File: config.mk
export PLATFORM = sky130hd
export DESIGN_NAME = moving_average_hysteresis_detector
export DESIGN_NICKNAME = d
export VERILOG_FILES = /design/src/rtl/mahd_pkg.sv /design/src/rtl/mahd_divider.sv /design/src/rtl/moving_average_hysteresis_detector.sv
export SDC_FILE = /design/constraint.sdc
export NUM_CORES = 1
export LEC_CHECK = 0
export BUFFER_PORTS_ARGS = -buffer_cell sky130_fd_sc_hd__buf_2
export CORE_MARGIN = 2
export CORE_UTILIZATION = 50
export CTS_BUF_LIST = sky130_fd_sc_hd__clkbuf_16
export DETAILED_ROUTE_END_ITERATION = 10
export PLACE_DENSITY_LB_ADDON = 0.08
export SLEW_MARGIN = 5
export SYNTH_ARGS = -nofsm -noshare
export SYNTH_HDL_FRONTEND = slang
export SYNTH_SLANG_ARGS = --single-unit
File: constraint.sdc
create_clock -name clock -period 4.6 [get_ports clock]
set_input_delay 0 -clock clock [delete_from_list [all_inputs] [get_ports clock]]
set_output_delay 0 -clock clock [all_outputs]
set_load 0.05 [all_outputs]
File: src/rtl/mahd_pkg.sv
// Shared types and constants for the moving average hysteresis detector.
// No dependencies; imported by the top level and the testbench.
package mahd_pkg;

   localparam int SAMPLE_W   = 12;
   localparam int REQ_DATA_W = 16;
   localparam int RSP_DATA_W = 16;
   localparam int CSR_ADDR_W = 3;
   localparam int CSR_DATA_W = 32;

   localparam logic [SAMPLE_W-1:0] DARK_RESET  = 12'd1200;
   localparam logic [SAMPLE_W-1:0] LIGHT_RESET = 12'd1800;

   typedef enum logic {
      REG_DARK  = 1'b0,
      REG_LIGHT = 1'b1
   } reg_index_type;

endpackage

File: src/rtl/mahd_divider.sv
// Iterative restoring divider, one quotient bit per cycle.
// No package dependencies; used by the top level as its shared divide unit.
module mahd_divider #(
   parameter int DIVIDEND_W = 16,
   parameter int DIVISOR_W  = 4
) (
   input  logic                  clock,
   input  logic                  reset,
   input  logic                  start,
   input  logic [DIVIDEND_W-1:0] dividend,
   input  logic [DIVISOR_W-1:0]  divisor,
   output logic                  done,
   output logic [DIVIDEND_W-1:0] quotient
);

   localparam int COUNT_W = $clog2(DIVIDEND_W + 1);

   logic [DIVISOR_W-1:0]  rem_ff, rem_in;
   logic [DIVIDEND_W-1:0] quo_ff;
   logic [DIVISOR_W-1:0]  div_ff;
   logic [COUNT_W-1:0]    count_ff;
   logic                  busy_ff;
   logic                  done_ff;
   logic [DIVISOR_W:0]    trial;
   logic [DIVISOR_W:0]    diff;
   logic                  fits;

   always_comb begin
      trial  = {rem_ff, quo_ff[DIVIDEND_W-1]};
      diff   = trial - {1'b0, div_ff};
      fits   = (trial >= {1'b0, div_ff});
      rem_in = fits ? diff[DIVISOR_W-1:0] : trial[DIVISOR_W-1:0];
   end

   always_ff @(posedge clock) begin
      if (reset) begin
         busy_ff  <= 1'b0;
         done_ff  <= 1'b0;
         count_ff <= '0;
      end else begin
         done_ff <= 1'b0;
         if (start) begin
            quo_ff   <= dividend;
            div_ff   <= divisor;
            rem_ff   <= '0;
            count_ff <= COUNT_W'(DIVIDEND_W);
            busy_ff  <= 1'b1;
         end else if (busy_ff) begin
            quo_ff   <= {quo_ff[DIVIDEND_W-2:0], fits};
            rem_ff   <= rem_in;
            count_ff <= count_ff - 1'b1;
            if (count_ff == COUNT_W'(1)) begin
               busy_ff <= 1'b0;
               done_ff <= 1'b1;
            end
         end
      end
   end

   assign done     = done_ff;
   assign quotient = quo_ff;

endmodule

File: src/rtl/moving_average_hysteresis_detector.sv
// Top level of the moving average hysteresis detector.
// Depends on mahd_pkg and mahd_divider.
//
// Usage:
//   req channel: one 12-bit light sample per beat in req_tdata[11:0].
//   rsp channel: one result beat per sample: rsp_tdata[11:0] average,
//   [12] indicator_on, [13] indicator_changed.
//   csr port: APB-style, dark threshold at 0x0, light threshold at 0x4.
// Each sample passes through S_UPDATE, which updates the ring and total and
// starts the shared bit-serial divider, S_DIVIDE, which waits for its done
// flag, and S_FINISH, which loads the result. req_tready stays low until the
// sequencer is back in S_IDLE, so a new sample is not taken before the last
// one has been through the divider and its result loaded.
// The result register is separate from the sequencer, so the next sample is
// taken while a result waits; if rsp_tready stays low, the sequencer holds
// the next result until the register frees.
// Reset (synchronous, active high) empties the window, zeroes the total,
// clears the indicator and restores thresholds 1200 and 1800. The ring needs
// no clearing pass: an entry's old value is used only once the window is full.
module moving_average_hysteresis_detector import mahd_pkg::*; #(
   parameter int WINDOW = 10
) (
   input  logic                  clock,
   input  logic                  reset,
   input  logic                  req_tvalid,
   output logic                  req_tready,
   input  logic [REQ_DATA_W-1:0] req_tdata,   // [11:0] sample
   output logic                  rsp_tvalid,
   input  logic                  rsp_tready,
   output logic [RSP_DATA_W-1:0] rsp_tdata,   // [11:0] average, [12] indicator_on,
                                              // [13] indicator_changed
   input  logic                  csr_psel,
   input  logic                  csr_penable,
   input  logic                  csr_pwrite,
   input  logic [CSR_ADDR_W-1:0] csr_paddr,
   input  logic [CSR_DATA_W-1:0] csr_pwdata,
   output logic [CSR_DATA_W-1:0] csr_prdata,
   output logic                  csr_pready
);

   localparam int SLOT_W  = (WINDOW > 1) ? $clog2(WINDOW) : 1;
   localparam int CNT_W   = $clog2(WINDOW + 1);
   localparam int TOTAL_W = SAMPLE_W + CNT_W;

   typedef enum logic [1:0] {
      S_IDLE,
      S_UPDATE,
      S_DIVIDE,
      S_FINISH
   } state_type;

   state_type              state_ff;
   logic [SLOT_W-1:0]      slot_ff;
   logic [CNT_W-1:0]       fill_ff;
   logic [CNT_W-1:0]       fill_in;
   logic [TOTAL_W-1:0]     total_ff;
   logic [TOTAL_W-1:0]     total_in;
   logic                   flag_ff;
   logic                   flag_in;
   logic [SAMPLE_W-1:0]    sample_ff;
   logic [SAMPLE_W-1:0]    old_ff;
   logic [SAMPLE_W-1:0]    dark_ff;
   logic [SAMPLE_W-1:0]    light_ff;
   logic                   rsp_valid_ff;
   logic [RSP_DATA_W-1:0]  rsp_data_ff;
   logic [SAMPLE_W-1:0]    ring [WINDOW];
   logic                   full;
   logic                   req_beat;
   logic                   csr_write;
   logic                   div_start;
   logic                   div_done;
   logic [TOTAL_W-1:0]     quotient;
   logic [SAMPLE_W-1:0]    average;
   reg_index_type          csr_index;

   assign req_tready = (state_ff == S_IDLE);
   assign req_beat   = req_tvalid && req_tready;
   assign full       = (fill_ff == CNT_W'(WINDOW));
   assign csr_index  = reg_index_type'(csr_paddr[2]);
   assign csr_write  = csr_psel && csr_penable && csr_pwrite && csr_pready;
   assign csr_pready = 1'b1;

   always_comb begin
      fill_in  = full ? fill_ff : fill_ff + 1'b1;
      total_in = total_ff - (full ? TOTAL_W'(old_ff) : '0) + TOTAL_W'(sample_ff);
      average  = quotient[SAMPLE_W-1:0];
      flag_in  = flag_ff;
      if (!flag_ff && (average < dark_ff)) begin
         flag_in = 1'b1;
      end else if (flag_ff && (average > light_ff)) begin
         flag_in = 1'b0;
      end
   end

   always_comb begin
      case (csr_index)
         REG_DARK:  csr_prdata = CSR_DATA_W'(dark_ff);
         REG_LIGHT: csr_prdata = CSR_DATA_W'(light_ff);
         default:   csr_prdata = '0;
      endcase
   end

   // sample ring
   always_ff @(posedge clock) begin
      if (req_beat) begin
         old_ff <= ring[slot_ff];
      end
      if (state_ff == S_UPDATE) begin
         ring[slot_ff] <= sample_ff;
      end
   end

   assign div_start = (state_ff == S_UPDATE);

   mahd_divider #(
      .DIVIDEND_W (TOTAL_W),
      .DIVISOR_W  (CNT_W)
   ) u_divider (
      .clock    (clock),
      .reset    (reset),
      .start    (div_start),
      .dividend (total_in),
      .divisor  (fill_in),
      .done     (div_done),
      .quotient (quotient)
   );

   always_ff @(posedge clock) begin
      if (reset) begin
         state_ff     <= S_IDLE;
         slot_ff      <= '0;
         fill_ff      <= '0;
         total_ff     <= '0;
         flag_ff      <= 1'b0;
         dark_ff      <= DARK_RESET;
         light_ff     <= LIGHT_RESET;
         rsp_valid_ff <= 1'b0;
      end else begin
         if (csr_write) begin
            case (csr_index)
               REG_DARK:  dark_ff  <= csr_pwdata[SAMPLE_W-1:0];
               REG_LIGHT: light_ff <= csr_pwdata[SAMPLE_W-1:0];
               default:   ;
            endcase
         end
         if (rsp_valid_ff && rsp_tready && (state_ff != S_FINISH)) begin
            rsp_valid_ff <= 1'b0;
         end
         case (state_ff)
            S_IDLE: begin
               if (req_beat) begin
                  sample_ff <= req_tdata[SAMPLE_W-1:0];
                  state_ff  <= S_UPDATE;
               end
            end
            S_UPDATE: begin
               total_ff <= total_in;
               fill_ff  <= fill_in;
               slot_ff  <= (slot_ff == SLOT_W'(WINDOW - 1)) ? '0 : slot_ff + 1'b1;
               state_ff <= S_DIVIDE;
            end
            S_DIVIDE: begin
               if (div_done) begin
                  state_ff <= S_FINISH;
               end
            end
            S_FINISH: begin
               if (!rsp_valid_ff || rsp_tready) begin
                  rsp_valid_ff <= 1'b1;
                  rsp_data_ff  <= RSP_DATA_W'({flag_in != flag_ff, flag_in, average});
                  flag_ff      <= flag_in;
                  state_ff     <= S_IDLE;
               end
            end
            default: state_ff <= S_IDLE;
         endcase
      end
   end

   assign rsp_tvalid = rsp_valid_ff;
   assign rsp_tdata  = rsp_data_ff;

`ifndef NO_ASSERTIONS
   a_fill_bound: assert property (@(posedge clock) disable iff (reset)
      fill_ff <= CNT_W'(WINDOW))
      else $error("fill count beyond window");

   a_slot_bound: assert property (@(posedge clock) disable iff (reset)
      slot_ff <= SLOT_W'(WINDOW - 1))
      else $error("write slot beyond window");

   a_done_in_divide: assert property (@(posedge clock) disable iff (reset)
      div_done |-> state_ff == S_DIVIDE)
      else $error("divider finished outside divide phase");

   a_accept_update: assert property (@(posedge clock) disable iff (reset)
      req_beat |=> state_ff == S_UPDATE)
      else $error("accepted sample not taken to update");
`endif

endmodule

# [Word-level counts from Yosys, hierarchy flattened]
# Memory sizes are Yosys's and may differ from the RTL's. A register that Yosys moved wholly into a read port is not among the register bits.
# Cells that the tools add are included.
[totals] regBits=109 mem_bits_rw=120 out_inout_bits=51 word_cells=88 n_memories=1
[classes] add_sub_neg=6 n_lt_le_gt_ge=3 n_eq_ne=11 n_mux=25 n_bitwise=3 n_reduce_logical=22
[mem_list] memory="ring" words=10 width=12 read_ports=1 rd_clocked_by_memory_dff=1 wr=1 line="moving_average_hysteresis_detector.sv:66" text="logic [SAMPLE_W-1:0] ring [WINDOW];"
[op_table] cell="case mux 32 bit (2 select lines)" count=1
[op_table] cell="two-way mux 16 bit" count=2
[op_table] cell="adder 16 x 12 -> 16 bit" count=1
[op_table] cell="two-way mux 4 bit" count=4
[op_table] cell="subtractor 16 x 12 -> 16 bit" count=1
[op_table] cell="greater-than comparator 12 bit" count=1
[op_table] cell="< comparator 12 bit" count=1
[op_table] cell="two-way mux 12 bit" count=1
[op_table] cell="two-way mux 1 bit" count=11
[op_table] cell="two-way mux 5 bit" count=2
[op_table] cell="AND reduction 2 bit" count=5
[op_table] cell="AND reduction 3 bit" count=3
[op_table] cell="adder 4 x 1 -> 4 bit (second input constant)" count=2
[op_table] cell="== test 4 bit (second input constant)" count=2
[op_table] cell="case mux 2 bit (4 select lines)" count=1
[op_table] cell="logical AND 1 bit" count=7
[op_table] cell="two-way mux 2 bit" count=3
[op_table] cell="== test 5 x 1 -> 1 bit (second input constant)" count=1
[op_table] cell="greater-or-equal comparator 5 x 4 -> 1 bit" count=1
[op_table] cell="subtractor 5 x 1 -> 5 bit (second input constant)" count=1
[op_table] cell="== test 2 bit (second input constant)" count=2
[op_table] cell="inequality test 2 x 1 -> 1 bit (second input constant)" count=2
[op_table] cell="inequality test 2 bit (second input constant)" count=2
[op_table] cell="subtractor 4 bit" count=1
[op_table] cell="other kinds (9)" count=12

# [Longest topological paths before layout]
[depth] ltp_word=5 ltp_mapped=16 ltp_nobuf=16

# [Cells and area by module]
# A second synthesis with hierarchy kept.
[hier_totals] cells_unflattened=899 hier_area_um2=11432.2
[modules_own_cells] mod="moving_average_hysteresis_detector" instances=1 cells_each=792 area_per_inst_um2=9968.3
[modules_own_cells] mod="mahd_divider" instances=1 cells_each=107 area_per_inst_um2=1463.9

# [Worst setup path before layout]
# No wires, ideal clock.
[synth_timing] kind="reg2reg" from="register fill_ff[0]" to="register u_divider.quo_ff[14] (netlist: u_divider.quotient[14]), data pin" setup_ns=0.260 t_arrival_ns=3.251 path_slack_ns=1.089 path_stages_with_launch=16 path_buffers=1 period_less_slack_ns=3.511 cell_sequence="dfxtp_1 > inv_1 > ha_1 > and3b_1 > clkbuf_1 > and2_1 > fa_1 > inv_1 > ha_1 > a2111oi_4 > o21ai_2 > a41oi_2 > o21ai_2 > a21oi_2 > xnor2_1 > mux2_4"
[synth_between] elab_chain_cells=5
[synth_lines] item="start: declaration" line="moving_average_hysteresis_detector.sv:54" text="logic [CNT_W-1:0] fill_ff;"
[synth_lines] item="start signal: assignment" line="moving_average_hysteresis_detector.sv:158" text="fill_ff <= fill_in;"
[synth_lines] item="== test 4 bit" line="moving_average_hysteresis_detector.sv:78" text="assign full = (fill_ff == CNT_W'(WINDOW));"
[synth_lines] item="two-way mux 12 bit" line="moving_average_hysteresis_detector.sv:85" text="total_in = total_ff - (full ? TOTAL_W'(old_ff) : '0) + TOTAL_W'(sample_ff);"
[synth_lines] item="subtractor 16 x 12 -> 16 bit" line="moving_average_hysteresis_detector.sv:85"
[synth_lines] item="adder 16 x 12 -> 16 bit" line="moving_average_hysteresis_detector.sv:85"
[synth_lines] item="two-way mux 16 bit" line="mahd_divider.sv:42" text="if (start) begin"
[synth_lines] item="end signal: assignment" line="mahd_divider.sv:43" text="quo_ff <= dividend;"
[synth_lines] item="end signal: assignment" line="mahd_divider.sv:49" text="quo_ff <= {quo_ff[DIVIDEND_W-2:0], fits};"
[synth_lines] item="end: declaration" line="mahd_divider.sv:19" text="logic [DIVIDEND_W-1:0] quo_ff;"
# No other way between the ends.
# A chain may end at the register's enable or synchronous reset.

# [Final worst setup path]
[layout_timing] from="register fill_ff[0]" to="register u_divider.quo_ff[12] (netlist: u_divider.quotient[12]), data pin"
# The elaborated chain is that of the path after synthesis.

==> flow_summary.ini <==
[timing]
holdWs_ps = 19.7
finalSetupTns_ps = 0
fin_ws_ps = 639
period_needed_ps = 3960
maxSlewHeadroom = 0.237
clock.fmax_mhz = 252
skew_ps = 12.5
finalCritPeriodShare = 0.861
finalHoldViolCount = 0
worst_pin_slew_ps = 1140
setup_viol = 0
rsz0062_at_grt = no
slew_violations = 0

[cells_and_area]
nets = 1104
final_common_cell = edfxtp_1
syn_to_final_growth_pct = 14.4
post-route-util = 0.585
final_cells = 1280
layout_common_cells = edfxtp_1, inv_1, nand2_1
drive_gt1_frac = 0.157
fillCellCount = 1780
diodes = 0
final_cell_area_mm2 = 0.0128

[floorplanning]
dieHeight_um = 154
ios = 109
row_count = 54
coreArea_mm2 = 0.0219
die-area_mm2 = 0.0236
die_x_um = 154
start_util = 0.512

[setup_path]
crit_path_max_fanout = 16
crit_arrival_ps = 4240
cp-end-kind = flop
crit_type = reg -> reg
path_cells = inv_1 -> ha_1 -> and3b_1 -> and2_1 -> fa_1 -> inv_1 -> fa_1 -> a21o_1 -> a21oi_2 -> o21ai_2 -> a41oi_2 -> o21ai_0 -> xor2_1 -> mux2_2
startpoint_type = flop
cp.required_ps = 4880
max_stage_delay_ps = 490
critPathSlowestCell = fa_1

[clock_tree]
htreeDepth = 1
cts_buffer_depth = 3
cts.sinks = 241
cts_root_buf = clkbuf_16
cts_tree = built
clkTransAtPathRegs_ps = 60
clk_latency_ps = 530
cts_buffers = 25

[global_route]
grt_pass1_vias = 7037
grtUsageTotal = 0.191
antenna_found_initial = 0
overflow = 0
grt_max_degree = 52
grt_pass1_wl_mm = 36.2

[outcome]
status = finished clean

[yosys]
synth_async_sr_flop_share = 0
postSynthRegisterBits = 241
syn_avg_cell_area_um2 = 12.7
synth_cells = 885
synth-edff-count = 182
synth_cell_type_count = 62
synth_seq_area_share = 0.594
ys_warn_count = 0
synthFlopType = edfxtp_1
syn_area_mm2 = 0.0112

[placement]
place_inst = 1207
place_congestion = 0.818
dp_slack_ps = 652
dpl-instance-area_mm2 = 0.0118
portBuffers = 59
dp_hpwl_mm = 15.1

[min_path]
hold_class = in -> reg

[detailed_routing]
vias = 6873
drt_iter0_markers = 337
avgRoutedWirePerCell_um = 17.3
drtPass1Iterations = 6
wl_mm = 22.2
vias_per_cell = 5.37
drc = 0
ant_nets = 0

[power_and_ir_drop]
vdd.ir_drop.worst_v = 0.000363
power_mw = 7.42
power.leakage_nw = 4.87
powerDensity_mw_per_mm2 = 579

[run]
drv_cap = 0
==> where the power goes <==
part | leakage (nW) | internal [mW] | switching, mW
Sequential | 2.14 | 2.78 | 0.252
Clock | 0.394 | 1.04 | 0.804
Combinational | 2.34 | 1.10 | 1.44
==> per-layer routing <==
| metal | track usage | wire (um) | part of all wire | vias up |
|---|---|---|---|---|
| met2 | 0.334 | 11100 | 0.50 | 138 |
| met3 | 0.0285 | 774 | 0.035 | 48 |
| met4 | 0.0660 | 681 | 0.031 | 0 |
| met5 | 0 | 0 | 0 | - |
| li1 | - | - | - | 3307 |
| met1 | 0.244 | 9670 | 0.44 | 3380 |
==> flip-flops by register name, indices dropped and copies added (netlist names) <==
signal,count
u_divider.busy_ff,1
u_divider.rem_ff,4
state_ff,2
ring,120
rsp_tvalid,1
total_ff,16
slot_ff,4
old_ff,12
rsp_tdata,14
u_divider.done,1
u_divider.count_ff,5
flag_ff,1
dark_ff,12
u_divider.quotient,16
u_divider.div_ff,4
sample_ff,12
light_ff,12
fill_ff,4
==> path summary, 6_finish.rpt <==
path                                               start                               end  slack, ps  depth (start not counted)
worst min-delay path                          csr_pwrite           dark_ff[9]$_SDFFE_PP0P_         20                          5
worst max-delay path             fill_ff[0]$_SDFFE_PP0P_  u_divider.quotient[12]$_DFFE_PP_        640                         14
worst min register to register  dark_ff[11]$_SDFFE_PP0P_          dark_ff[11]$_SDFFE_PP0P_        450                          2
worst max register to register   fill_ff[0]$_SDFFE_PP0P_  u_divider.quotient[12]$_DFFE_PP_        640                         14
==> logic make-up after synthesis <==
logic type               count (synthesis)  synth area share
other                                    2          0.000671
adder cells (fa/ha/maj)                 64            0.0802
AO/OA/AOI/OAI                          159            0.0954
XOR/XNOR                                25            0.0196
multiplexers                            46            0.0690
flip-flops                             241             0.594
AND/OR/NAND/NOR                        192            0.0809
buffers and inverters                  156            0.0607
==> cell usage after synthesis, drive strengths merged, types with 3 or more instances <==
cell type,n,area [um2]
dfxtp,59,1180
o21a,3,22.5
a211oi,18,140
xor2,9,78.8
a21o,13,98.9
and2,13,81.3
edfxtp,182,5470
fa,13,260
a21oi,60,312
a211o,10,87.6
mux4,24,541
ha,51,638
nor2b,19,119
xnor2,16,140
clkbuf,27,101
inv,97,364
mux2,7,82.6
nand2b,7,43.8
o211ai,3,27.5
buf,32,214
nand2,64,240
o21ai,29,153
nor2,53,199
o21bai,3,26.3
mux2i,15,150
a22o,7,61.3
nor4b,3,26.3
nor3,7,35.0
nand4,7,43.8
nand3,8,40.0
==> cell type report <==
type	instances	area [um2]	area share
well taps	280	350	0.0274
multi-input cells	509	3970	0.310
flip-flops and latches	241	6650	0.519
clock buffers	25	626	0.0488
repair buffers	108	733	0.0572
clock inverters	20	121	0.00948
inverters	97	364	0.0284
==> worst max-delay path: cells and delay by family, from the launching register on <==
family                     cells  cell delay (ps)
adders and majority gates      3             1150
AOI/OAI and AO/OA              5              980
and+or+nand+nor                2              560
DFF                            1              440
muxes                          1              280
xor gates and xnor gates       1              180
buffers and inverters          2              140
==> timing repair <==
item / in CTS / in global routing
buffers inserted: 0 / 0
gates resized for setup: 0 / 0
hold buffers: 28 / 0
hold endpoints to repair: 50 / 0
(Power assumes the default switching activity.)
